$ cat src/lidar_point_camera_projection_core_macros.svh
// ----------------------------------------------------------------------------
// lidar point projection assertion macros
// shared concurrent assertion forms, clocked on clk, disabled in reset
// ----------------------------------------------------------------------------
`ifndef LIDAR_POINT_CAMERA_PROJECTION_CORE_MACROS_SVH
`define LIDAR_POINT_CAMERA_PROJECTION_CORE_MACROS_SVH

// condition must never hold
`define LPCP_ASSERT_NEVER(lbl, cond, msg) \
	lbl: assert property (@(posedge clk) disable iff (!arst_n) !(cond)) \
		else $error(msg);

// antecedent implies consequent in the same cycle
`define LPCP_ASSERT_IMPLY(lbl, ante, cons, msg) \
	lbl: assert property (@(posedge clk) disable iff (!arst_n) (ante) |-> (cons)) \
		else $error(msg);

`endif

$ cat src/lpcp_pkg.sv
// ----------------------------------------------------------------------------
// lpcp_pkg
// types, status codes and box limits of the lidar point projection core
// ----------------------------------------------------------------------------
`default_nettype none

package lpcp_pkg;

	// input point beat
	typedef struct packed {
		logic signed [31:0] coord_x;
		logic signed [31:0] coord_y;
		logic signed [31:0] coord_z;
		logic               last_point;
	} in_item_t;

	// result beat
	typedef struct packed {
		logic [2:0]         status;
		logic [14:0]        pixel_u;
		logic [14:0]        pixel_v;
		logic signed [31:0] out_x;
		logic signed [31:0] out_y;
		logic signed [31:0] out_z;
		logic               last_out;
	} out_item_t;

	// one projection row, c3 is the offset
	typedef struct packed {
		logic signed [31:0] c3;
		logic signed [31:0] c2;
		logic signed [31:0] c1;
		logic signed [31:0] c0;
	} row_t;

	typedef struct packed {
		row_t r2;
		row_t r1;
		row_t r0;
	} proj_t;

	// queue entry: point plus front classification
	typedef struct packed {
		in_item_t   pt;
		logic [2:0] cls;
	} q_item_t;

	// queue status toward front and checks
	typedef struct packed {
		logic empty;
		logic afull;
		logic full;
	} q_status_t;

	// status codes
	localparam logic [2:0] ST_KEPT   = 3'd0;
	localparam logic [2:0] ST_BOX    = 3'd1;
	localparam logic [2:0] ST_RANGE  = 3'd2;
	localparam logic [2:0] ST_BEHIND = 3'd3;
	localparam logic [2:0] ST_FRAME  = 3'd4;

	// register indexes
	localparam logic [2:0] CFG_M00_M01 = 3'd0;
	localparam logic [2:0] CFG_M02_M03 = 3'd1;
	localparam logic [2:0] CFG_M10_M11 = 3'd2;
	localparam logic [2:0] CFG_M12_M13 = 3'd3;
	localparam logic [2:0] CFG_M20_M21 = 3'd4;
	localparam logic [2:0] CFG_M22_M23 = 3'd5;
	localparam logic [2:0] CFG_FRAME_W = 3'd6;
	localparam logic [2:0] CFG_FRAME_H = 3'd7;

	// box limits on raw q16.16
	localparam logic signed [31:0] BOX_X_MIN = 32'sd150732;
	localparam logic signed [31:0] BOX_Y_MAX = 32'sd327680;
	localparam logic signed [31:0] BOX_Y_MIN = -32'sd327680;
	localparam logic signed [31:0] BOX_Z_MIN = -32'sd98304;

	// 40 m squared in q32.32
	localparam logic [65:0] RANGE_LIMIT = 66'd1600 << 32;

	// queue geometry
	localparam int QDEPTH = 4;
	localparam int QAW    = $clog2(QDEPTH);
	localparam int QCW    = $clog2(QDEPTH + 1);

endpackage

`default_nettype wire

$ cat src/lpcp_queue.sv
// ----------------------------------------------------------------------------
// lpcp_queue
// short fifo between the classifying front and the projecting back
// ----------------------------------------------------------------------------
`default_nettype none

module lpcp_queue (
	input  logic               clk,
	input  logic               arst_n,
	input  logic               push,
	input  lpcp_pkg::q_item_t  wr_item,
	input  logic               pop,
	output lpcp_pkg::q_item_t  rd_item,
	output lpcp_pkg::q_status_t stat
);
	import lpcp_pkg::*;

	q_item_t        mem_q [QDEPTH];
	logic [QAW-1:0] wr_ptr_q, rd_ptr_q;
	logic [QCW-1:0] cnt_q;

	// pointers and fill count
	always_ff @(posedge clk or negedge arst_n) begin
		if (!arst_n) begin
			wr_ptr_q <= '0;
			rd_ptr_q <= '0;
			cnt_q    <= '0;
		end else begin
			if (push) begin
				wr_ptr_q <= wr_ptr_q + QAW'(1);
			end
			if (pop) begin
				rd_ptr_q <= rd_ptr_q + QAW'(1);
			end
			cnt_q <= cnt_q + QCW'(push) - QCW'(pop);
		end
	end

	// storage
	always_ff @(posedge clk) begin
		if (push) begin
			mem_q[wr_ptr_q] <= wr_item;
		end
	end

	// head and status, front keeps two beats in flight
	always_comb begin
		rd_item    = mem_q[rd_ptr_q];
		stat.empty = (cnt_q == '0);
		stat.afull = (cnt_q >= QCW'(QDEPTH - 2));
		stat.full  = (cnt_q == QCW'(QDEPTH));
	end

endmodule

`default_nettype wire

$ cat config.mk
export PLATFORM = sky130hd
export DESIGN_NAME = lpcp_queue
export DESIGN_NICKNAME = d
export VERILOG_FILES = /design/src/lidar_point_camera_projection_core_macros.svh /design/src/lpcp_pkg.sv /design/src/lpcp_queue.sv
export SDC_FILE = /design/constraint.sdc
export NUM_CORES = 1
export LEC_CHECK = 0
export ABC_AREA = 1
export BUFFER_PORTS_ARGS = -buffer_cell sky130_fd_sc_hd__buf_2
export CAP_MARGIN = 0
export CORE_MARGIN = 1.5
export CORE_UTILIZATION = 45
export DETAILED_ROUTE_END_ITERATION = 6
export SETUP_SLACK_MARGIN = 0.05
export SYNTH_ARGS = -nofsm -noshare
export SYNTH_HDL_FRONTEND = slang
export SYNTH_SLANG_ARGS = --single-unit
$ cat constraint.sdc
create_clock -name clk -period 6.45 [get_ports clk]
set_input_delay 0.645 -clock clk [delete_from_list [all_inputs] [get_ports clk]]
set_output_delay 0.645 -clock clk [all_outputs]
set_load 0.01 [all_outputs]
After elaboration in Yosys (flattened, before gate mapping)
Memories as Yosys holds them, arrays and structs flattened.
Index checks and enable logic that the tools add are counted.

storage, ports and cells
  register bits after elaboration = 7
  memory bits (writable) = 400
  ROM bits = 0
  word-level logic and storage cells = 13
  output and inout port bits = 103
  bits in latches = 0
  memories = 1

operators by class
  muxes and demuxes = 2
  $add $sub $neg = 4
  $mul = 0
  equal/unequal tests = 1
  reduce and logical (&&, ||, !) cells = 1
  magnitude comparators = 1
  bitwise operators = 0
  div/mod/pow operators = 0
  shift-type cells = 0

memories
  name   words  bits a word  read ports  clocked after Yosys merged registers in  wr ports  RTL line          source
  mem_q  4      100          1           0                                        1         lpcp_queue.sv:18  q_item_t mem_q [QDEPTH];

operators by type and width
  operator                                                           number
  adder 2 x 1 -> 2 bit, second input constant                        2
  adder 3 x 1 -> 3 bit                                               1
  == test 3 bit, second input constant                               1
  greater-or-equal comparator 3 x 2 -> 1 bit, second input constant  1
  logical NOT 3 bit                                                  1
  subtractor 3 x 1 -> 3 bit                                          1
  two-way mux 1 bit                                                  2

Depth between registers and ports, before layout
Gate-level depths: netlist (run 1).

  depth after elaboration = 2
  gate-level depth with buffers = 7
  mapped depth without buffers = 7

Worst setup path before layout (run 1)
No wires, ideal clock.

  kind = input to register
  from = input push
  to = memory mem_q[0][0] in the netlist's numbering (enable)
  data arrival time = 2.880 ns
  stages on the path = 3
  path slack = 3.117 ns
  path buffers = 1
  library setup time = 0.454 ns
  cells stage by stage = clkbuf_1 -> nand2_1 -> inv_1

between the ends
  cells in the longest elaborated chain, start to end = 2

ends and longest elaborated chain
  item                                     RTL line          source
  start, declared                          lpcp_queue.sv:10  input logic push,
  two-way mux 1 bit                        lpcp_queue.sv:41  if (push) begin
  two-way mux 1 bit (not written as such)  lpcp_queue.sv:42  mem_q[wr_ptr_q] <= wr_item;
  end, declared                            lpcp_queue.sv:18

No other way between the ends.

==> impl_metrics.env, run 1 <==
export IMPL_finalHoldViolCount=0
export IMPL_worstSetupPathType="reg2out"
export IMPL_placed_area_mm2=0.0186
export IMPL_critPathLaunch="rd_ptr_q[0]$_DFFE_PN0P_"
export IMPL_htreeDepth=2
export IMPL_final_area_mm2=0.0200
export IMPL_grt_pass1_wl_um=54400
export IMPL_synth_distinct_cells=15
export IMPL_syn_cell_area_mm2=0.0173
export IMPL_drc=0
export IMPL_path_delay_family="buffers and inverters"
export IMPL_ys_flop_type="edfxtp_1"
export IMPL_synth_largest_area_cell="edfxtp_1"
export IMPL_fin_worst_skew_ps=16.0
export IMPL_antenna_found_initial=7
export IMPL_dieWidth_um=199
export IMPL_syn_area_per_cell_um2=10.7
export IMPL_synth_compound_area_share_pct=0.0290
export IMPL_seq_area_mm2=0.0122
export IMPL_status="completed"
export IMPL_root_buffer="clkbuf_16"
export IMPL_nFillCells=3280
export IMPL_dieArea_mm2=0.0396
export IMPL_min_from="wr_item[11]"
export IMPL_ios=207
export IMPL_die_h_um=199
export IMPL_max_freq_ghz=0.259
export IMPL_drive_above_1_share_pct=15.3
export IMPL_cts_made_buffers=44
export IMPL_min_period_ps=3870
export IMPL_rrSetupSlack_ps=3930
export IMPL_setup_viol=0
export IMPL_synthSimpleGateAreaFrac_pct=16.9
export IMPL_cp_arrival_ps=3220
export IMPL_crit_fanout=123
export IMPL_synth_edf_count=400
export IMPL_worst_pin_slew_ps=1030
export IMPL_powerDensity_mw_per_mm2=451
export IMPL_drt_iter0_markers=348
export IMPL_gr_total_overflow=0
export IMPL_power_leakage_nw=9.29
export IMPL_finalSetupTns_ps=0
export IMPL_synth_xor_area_share_pct=0.203
export IMPL_crit_path_end_kind="output port"
export IMPL_clock_sinks=407
export IMPL_min_to="mem_q[2][11]$_DFFE_PP_"
export IMPL_yosysMostFrequentCell="nand2_1"
export IMPL_grtUsageTotal_pct=18.0
export IMPL_place_gp_congestion=0.751
export IMPL_syn_nets=1724
export IMPL_io_buffers=206
export IMPL_ys_ff_latch=407
export IMPL_routed_wl_um=35100
export IMPL_fin_nets=1918
export IMPL_multiInputGateArea_mm2=0.00307
export IMPL_hp_class="in2reg"
export IMPL_core_mm2=0.0378
export IMPL_irDropWorstVdd_v=0.000316
export IMPL_r2r_start="wr_ptr_q[1]$_DFFE_PN0P_"
export IMPL_area_growth_pct=15.4
export IMPL_finalMaxSlewViolations=0
export IMPL_holdPathStages=1
export IMPL_synth_top_cell_area_share_pct=69.5
export IMPL_wl_per_cell_um=14.9
export IMPL_r2r_end="mem_q[1][8]$_DFFE_PP_"
export IMPL_yosysWarnings=0
export IMPL_grt_pass1_vias=10200
export IMPL_fin_crit_sh_pct=59.9
export IMPL_drtAntennaViolNets=0
export IMPL_max_slew_margin_pct=31.4
export IMPL_clockBufferDepth=3
export IMPL_worstSkewPairLatency_ps=530
export IMPL_grt_max_degree=124
export IMPL_yosys_mux_area_fraction_pct=0
export IMPL_tritoncts="done"
export IMPL_rsz0062_at_grt="no"
export IMPL_syn_inst=1612
export IMPL_core_rowCount=71
export IMPL_synth_top_family_by_area="simple AND/OR/NAND/NOR gates"
export IMPL_synth_seq_area_share_pct=70.5
export IMPL_ys_top_cells_by_area="edfxtp_1 69%, nand2_1 11%, inv_1 9.0%, nand3_1 5.8%, buf_6 1.4%"
export IMPL_worstPathRequired_ps=5800
export IMPL_viasPerCell=4.49
export IMPL_vias=10600
export IMPL_maxCapViolCount=0
export IMPL_cp_num_buf_inv=3
export IMPL_synthAdderAreaFrac_pct=0.622
export IMPL_hpwl_um=19300
export IMPL_cpPeakStageDelay_ps=740
export IMPL_synthTopCellsByCount="507 x nand2_1, 413 x inv_1, 400 x edfxtp_1"
export IMPL_cts_resized_gates=0
export IMPL_clk_pin_slew_ps=60
export IMPL_drtPass1Iterations=5
export IMPL_async_reset_ff_share_pct=1.72
export IMPL_reg2reg_depth=5
export IMPL_initial_core_util_pct=45.8
export IMPL_crit_chain="inv_6 > buf_4 > nand2_1 > nand3_1 > nand2_1 > buf_2"
export IMPL_path_common_cell="nand2_1"
export IMPL_slowest_stage="buf_4"
export IMPL_start_kind="flop"
worst register-to-register path, cell delays in order (launching register included):
cell     delay, ps
dfrtp_1        390
inv_1          110
ha_1           150
nand2_1         80
inv_4          490
buf_4          900
worst max path at each step:
| stage | cells after the start | slack (ps) | end |
|---|---|---|---|
| finish | 6 | 2580 | rd_item[40] |
| global route | 6 | 2320 | rd_item[73] |
| CTS | 6 | 2580 | rd_item[65] |
| detailed placement | 6 | 3150 | rd_item[65] |
| global placement | 6 | 3180 | rd_item[52] |
| floorplan | 3 | 3120 | mem_q[0][0]$_DFFE_PP_ |
final cells by class:
class,instances,area share [%]
antenna,6,0.0752
timing repair buffer,216,5.55
clock buffer,61,5.99
inverter,414,7.87
tap,511,3.20
sequential,407,61.1
clock inverter,18,0.828
multi-input combinational,723,15.4
through the flow:
stage / power, mW / setup slack, ps / cells / utilization (%) / hold slack (ps)
final: 8.99 / 2580 / 2356 / 52.9 / 321
after global routing: 9.61 / 2320 / 2352 / 52.8 / 301
after CTS: 9.15 / 2580 / 2350 / 52.8 / 294
after detailed placement: 6.76 / 3150 / 2270 / 49.2 / 504
after global placement: 6.72 / 3180 / 2270 / 49.2 / 501
after floorplan: 5.76 / 3120 / 1612 / - / 349
registers in the layout, indices dropped and copies added (netlist names):
| signal | flops |
|---|---|
| mem_q | 400 |
| cnt_q | 3 |
| rd_ptr_q | 2 |
| wr_ptr_q | 2 |
what timing repair did:
item / 4_1_cts / 5_1_grt
buffers inserted: 0 / 0
endpoints found under the hold margin: 7 / 0
hold buffers: 1 / 0
cell families (layout without fill, tap and decap cells):
family | after synthesis | after routing
AOI/OAI and AO/OA | 1 | 1
xor gates and xnor gates | 4 | 4
adders and majority gates | 8 | 8
buffers and inverters | 482 | 709
DFF | 407 | 407
other | 0 | 6
and+or+nand+nor | 710 | 710
metal layers:
layer	GRT usage (%)	routed length [µm]	vias up
met1	21.9	15000	4899
met3	4.07	2010	58
met2	32.1	17300	208
met5	0	24	-
li1	-	-	5419
met4	5.08	737	4
where the power goes:
group | internal, mW | switching [mW] | total (mW) | leakage (nW)
logic | 0.927 | 2.04 | 2.97 | 4.87
clock network | 1.41 | 0.954 | 2.37 | 0.668
registers | 3.47 | 0.188 | 3.66 | 3.75
total | 5.81 | 3.19 | 8.99 | 9.29
cells in the final DEF (no fill, tap or decap), types with 6 or more instances in the layout:
master     instances
inv_1            408
diode_2            6
clkbuf_16         45
clkinv_2           7
nand3_1          201
buf_2            206
buf_4              9
clkbuf_1          15
ha_1               7
edfxtp_1         400
nand2_1          507
clkinv_1           6
Note: power is estimated with default switching activity, not from simulation.
==> run 2: changes to the inputs <==
clock period = 4 ns   (was 6.45 ns; I/O delays follow)
==> run 2 against run 1 <==
Compared with the run above: sequential cell count is the same; sequential share of layout area shrank 0.42 points; clock skew shrank 5.0 ps; non-clock buffer count grew 6; global-route usage grew 0.71 points; die area is the same; total power grew 63%; via count grew 1.1%; utilization grew 0.37 points; combinational power grew 70%; highest routed layer unchanged; worst hold slack lost 270 ps.
==> impl_metrics.env, run 2 (same netlist as run 1, synthesis figures left out) <==
export IMPL_clockBufferDepth=3
export IMPL_min_period_ps=2880
export IMPL_r2r_end="mem_q[1][88]$_DFFE_PP_"
export IMPL_area_growth_pct=16.2
export IMPL_io_buffers=206
export IMPL_hpwl_um=20100
export IMPL_max_slew_margin_pct=35.7
export IMPL_setup_viol=0
export IMPL_core_mm2=0.0378
export IMPL_ios=207
export IMPL_largest_reg_flops=400
export IMPL_fin_nets=1924
export IMPL_worst_slack_ps=1120
export IMPL_finalHoldViolCount=0
export IMPL_crit_path_end_kind="output port"
export IMPL_die_h_um=199
export IMPL_drtAntennaViolNets=0
export IMPL_finalMaxSlewViolations=0
export IMPL_reg2reg_depth=5
export IMPL_antenna_found_initial=7
export IMPL_worstSkewPairLatency_ps=560
export IMPL_gr_total_overflow=0
export IMPL_routed_wl_um=35900
export IMPL_slowest_stage="inv_6"
export IMPL_cpPeakStageDelay_ps=600
export IMPL_grtUsageTotal_pct=18.7
export IMPL_vias=10700
export IMPL_drc=0
export IMPL_grt_pass1_vias=10500
export IMPL_root_buffer="clkbuf_16"
export IMPL_rrSetupSlack_ps=1830
export IMPL_status="completed"
export IMPL_fin_crit_sh_pct=72.0
export IMPL_final_area_mm2=0.0201
export IMPL_drt_iter0_markers=459
export IMPL_final_common_cell="nand2_1"
export IMPL_crit_fanout=101
export IMPL_hp_class="in2reg"
export IMPL_rsz0062_at_grt="no"
export IMPL_cts_resized_gates=0
export IMPL_place_gp_congestion=0.699
export IMPL_start_kind="flop"
export IMPL_largest_register="mem_q"
export IMPL_viasPerCell=4.53
export IMPL_grt_pass1_wl_um=56200
export IMPL_cp_arrival_ps=2480
export IMPL_irDropWorstVdd_v=0.000635
export IMPL_holdPathStages=1
export IMPL_tritoncts="done"
export IMPL_clock_sinks=407
export IMPL_layout_common_cells="507 x nand2_1, 408 x inv_1, 400 x edfxtp_1, 206 x buf_2, 201 x nand3_1"
export IMPL_r2r_start="wr_ptr_q[1]$_DFFE_PN0P_"
export IMPL_clk_pin_slew_ps=60
export IMPL_initial_core_util_pct=45.8
export IMPL_core_rowCount=71
export IMPL_preCtsSetupSlack_ps=1700
export IMPL_fin_worst_skew_ps=11.0
export IMPL_totalPowerFinal_mw=14.7
export IMPL_utilization_pct=53.2
export IMPL_dieArea_mm2=0.0396
export IMPL_drive_above_1_share_pct=15.9
export IMPL_min_to="mem_q[1][5]$_DFFE_PP_"
export IMPL_worst_pin_slew_ps=964
export IMPL_cts_made_buffers=44
export IMPL_drtPass1Iterations=4
export IMPL_path_common_cell="nand2_1"
export IMPL_worstSetupPathType="reg2out"
export IMPL_dieWidth_um=199
export IMPL_placed_area_mm2=0.0187
export IMPL_finalSetupTns_ps=0
export IMPL_worstPathRequired_ps=3600
export IMPL_powerDensity_mw_per_mm2=731
export IMPL_crit_chain="inv_6 > buf_12 > nand2_1 > nand3_1 > nand2_1 > buf_2"
export IMPL_reg_top3="mem_q x400, cnt_q x3"
export IMPL_min_from="wr_item[5]"
export IMPL_maxCapViolCount=0
export IMPL_htreeDepth=2
export IMPL_max_freq_ghz=0.347
export IMPL_grt_max_degree=203
export IMPL_wl_per_cell_um=15.2
export IMPL_power_leakage_nw=9.36
==> run 2: timing repair <==
action                    CTS  global route
buffers inserted            0             0
hold endpoints to repair    7             0
hold buffers                1             0
==> run 2: layout make-up <==
type | instances | area (µm²)
well taps | 511 | 639
clock inverters | 28 | 220
flip-flops and latches | 407 | 12200
clock buffers | 52 | 1160
repair buffers | 222 | 1230
fillers | 3292 | 17700
diodes | 5 | 12.5
inverters | 414 | 1570
multi-input cells | 723 | 3070
==> run 2: metrics by stage <==
| step | hold slack, ps | instances |
|---|---|---|
| after floorplan | 104 | 1612 |
| after global placement | 268 | 2276 |
| after detailed placement | 267 | 2276 |
| after CTS | 22.0 | 2357 |
| after global routing | 28.7 | 2359 |
| final | 53.4 | 2362 |
==> run 2: worst max path at each step <==
stage / depth (start not counted) / from / end
finish: 6 / rd_ptr_q[0]$_DFFE_PN0P_ / rd_item[59]
global route: 6 / rd_ptr_q[0]$_DFFE_PN0P_ / rd_item[13]
CTS: 6 / rd_ptr_q[0]$_DFFE_PN0P_ / rd_item[92]
detailed placement: 6 / rd_ptr_q[0]$_DFFE_PN0P_ / rd_item[92]
global placement: 6 / rd_ptr_q[0]$_DFFE_PN0P_ / rd_item[1]
floorplan: 3 / push / mem_q[0][0]$_DFFE_PP_
==> run 2: power breakdown <==
part	internal, mW	switching [mW]	leakage, nW
Sequential	5.58	0.177	3.75
Clock	2.27	1.60	0.682
Combinational	1.58	3.47	4.92
Total	9.43	5.25	9.36
==> run 2: worst max-delay path, delay by kind of cell, from the launching register on <==
family / cells / cell delay, ps
buffers and inverters: 3 / 1080
flip-flops: 1 / 510
AND/OR/NAND/NOR: 3 / 250
==> run 2: per-layer routing <==
metal / vias up / wire [µm] / global-route usage, %
li1: 5438 / - / -
met1: 4979 / 15200 / 23.0
met2: 231 / 17600 / 31.9
met3: 54 / 2370 / 4.92
met4: 6 / 782 / 6.82
met5: - / 33 / 0
==> run 3: changes to the inputs <==
PLACE_DENSITY = 0.67   (was unset)
clock period = 2.5 ns   (was 4 ns; I/O delays follow)
==> run 3 against run 2 <==
Compared with the run above: non-clock buffer count increased by 105; critical path depth decreased by 1; via count increased by 6.3%; sequential power increased by 60%; total power increased by 61%; clock skew about the same; clock-buffer cell count increased by 14; setup slack got worse by 970 ps; wire length increased by 4.1%; clock power increased by 53%; global-route usage increased by 0.69 points.
==> impl_metrics.env, run 3 (same netlist as run 1, synthesis figures left out) <==
export IMPL_dieWidth_um=199
export IMPL_drc=0
export IMPL_drt_iter0_markers=582
export IMPL_r2r_start="cnt_q[0]$_DFF_PN0_"
export IMPL_clockBufferDepth=3
export IMPL_viasPerCell=4.63
export IMPL_largest_register="mem_q"
export IMPL_powerDensity_mw_per_mm2=1120
export IMPL_core_rowCount=71
export IMPL_dieArea_mm2=0.0396
export IMPL_root_buffer="clkbuf_16"
export IMPL_worstSkewPairLatency_ps=560
export IMPL_cts_made_buffers=43
export IMPL_totalPowerFinal_mw=23.7
export IMPL_finalMaxSlewViolations=0
export IMPL_start_kind="flop"
export IMPL_power_leakage_nw=9.75
export IMPL_layout_common_cells="503 x nand2_1, 406 x inv_1, 400 x edfxtp_1, 206 x buf_2, 201 x nand3_1"
export IMPL_finalHoldViolCount=0
export IMPL_htreeDepth=2
export IMPL_grt_pass1_wl_um=58700
export IMPL_grtUsageTotal_pct=19.4
export IMPL_fin_worst_skew_ps=10.8
export IMPL_max_freq_ghz=0.425
export IMPL_crit_path_end_kind="output port"
export IMPL_critPathLaunch="rd_ptr_q[0]$_DFFE_PN0P_"
export IMPL_r2r_end="cnt_q[2]$_DFF_PN0_"
export IMPL_max_slew_margin_pct=56.1
export IMPL_crit_fanout=130
export IMPL_worstSetupEndpoint="rd_item[64]"
export IMPL_largest_reg_flops=400
export IMPL_worstPathRequired_ps=2250
export IMPL_setup_viol=0
export IMPL_drtAntennaViolNets=0
export IMPL_irDropWorstVdd_v=0.000995
export IMPL_tritoncts="done"
export IMPL_routed_wl_um=37400
export IMPL_cp_num_buf_inv=2
export IMPL_reg2reg_depth=7
export IMPL_vias=11400
export IMPL_post_cts_buffers=0
export IMPL_worstSetupPathType="reg2out"
export IMPL_cpPeakStageDelay_ps=490
export IMPL_io_buffers=206
export IMPL_worst_pin_slew_ps=658
export IMPL_path_depth=5
export IMPL_fin_crit_sh_pct=94.2
export IMPL_antenna_found_initial=1
export IMPL_path_delay_family="buffers and inverters"
export IMPL_hpwl_um=20800
export IMPL_ios=207
export IMPL_cp_arrival_ps=2100
export IMPL_grt_pass1_vias=11300
export IMPL_path_common_cell="nand2_1"
export IMPL_place_gp_congestion=0.755
export IMPL_drtPass1Iterations=5
export IMPL_hold_ws_ps=69.7
export IMPL_core_mm2=0.0378
export IMPL_hp_class="in2reg"
export IMPL_slowest_stage="dfrtp_4"
export IMPL_status="completed"
export IMPL_clock_sinks=407
export IMPL_initial_core_util_pct=45.8
export IMPL_gr_total_overflow=0
export IMPL_die_h_um=199
export IMPL_maxCapViolCount=0
export IMPL_grt_max_degree=131
export IMPL_reg_top3="mem_q x400, cnt_q x3"
export IMPL_area_growth_pct=22.5
export IMPL_wl_per_cell_um=15.2
export IMPL_drive_above_1_share_pct=15.1
export IMPL_final_common_cell="nand2_1"
export IMPL_crit_chain="buf_16 > nand2_1 > nand3_1 > nand2_1 > buf_2"
export IMPL_fin_nets=2028
export IMPL_min_period_ps=2350
export IMPL_rrSetupSlack_ps=860
export IMPL_rsz0062_at_grt="no"
export IMPL_clk_pin_slew_ps=60
==> run 3: worst min-delay path by stage <==
stage	start	endpoint	cells after the start
floorplan	arst_n	cnt_q[0]$_DFF_PN0_	0
global placement	arst_n	cnt_q[0]$_DFF_PN0_	1
detailed placement	arst_n	cnt_q[0]$_DFF_PN0_	1
CTS	push	wr_ptr_q[1]$_DFFE_PN0P_	3
global route	push	wr_ptr_q[1]$_DFFE_PN0P_	3
finish	push	wr_ptr_q[1]$_DFFE_PN0P_	3
==> run 3: layout make-up <==
cell class                      count  area (µm²)
Sequential cell                   407       12200
Inverter                          414        1580
Clock buffer                       66        1220
Tap cell                          511         639
Timing Repair Buffer              327        2380
Fill cell                        3156       16600
Antenna cell                        1        2.50
Multi-Input combinational cell    723        3090
Clock inverter                      9        67.6
==> run 3: worst reg2reg max path: stages (launching register included) <==
cell and delay [ps]:
dfrtp_1 370, inv_1 70, ha_1 270, inv_1 60, ha_1 140, inv_1 50
fa_1 400, xor2_1 170
==> run 3: repair_timing <==
action,CTS,global route
gates resized for setup,1,3
endpoints found under the hold margin,409,0
setup endpoints to repair,1,64
hold buffers,102,0
==> run 3: power breakdown <==
| group | internal (mW) | switching (mW) | leakage [nW] |
|---|---|---|---|
| sequential | 8.93 | 0.310 | 3.75 |
| clock | 3.46 | 2.47 | 0.625 |
| combinational | 2.82 | 5.68 | 5.37 |
==> run 3: per-stage QoR <==
stage	TNS [ps]	worst slack (ps)	area (µm²)	std cells	util [%]
6_report	0	146	21200	2458	56.1
5_1_grt	0	58.5	21200	2457	56.1
4_1_cts	0	54.1	21200	2457	56.1
3_5_place_dp	0	655	18800	2280	49.9
3_3_place_gp	0	678	18800	2280	49.9
2_1_floorplan	-10430	-37.8	17300	1612	-
==> run 3: per-layer routing <==
metal,part of all wire (%),GRT usage [%],wire length [µm],vias to the layer above
li1,-,-,-,5631
met1,43,24.4,16000,5408
met2,49,33.6,18400,278
met3,5.4,3.58,2030,64
met4,2.5,6.96,948,0
met5,0,0,0,-
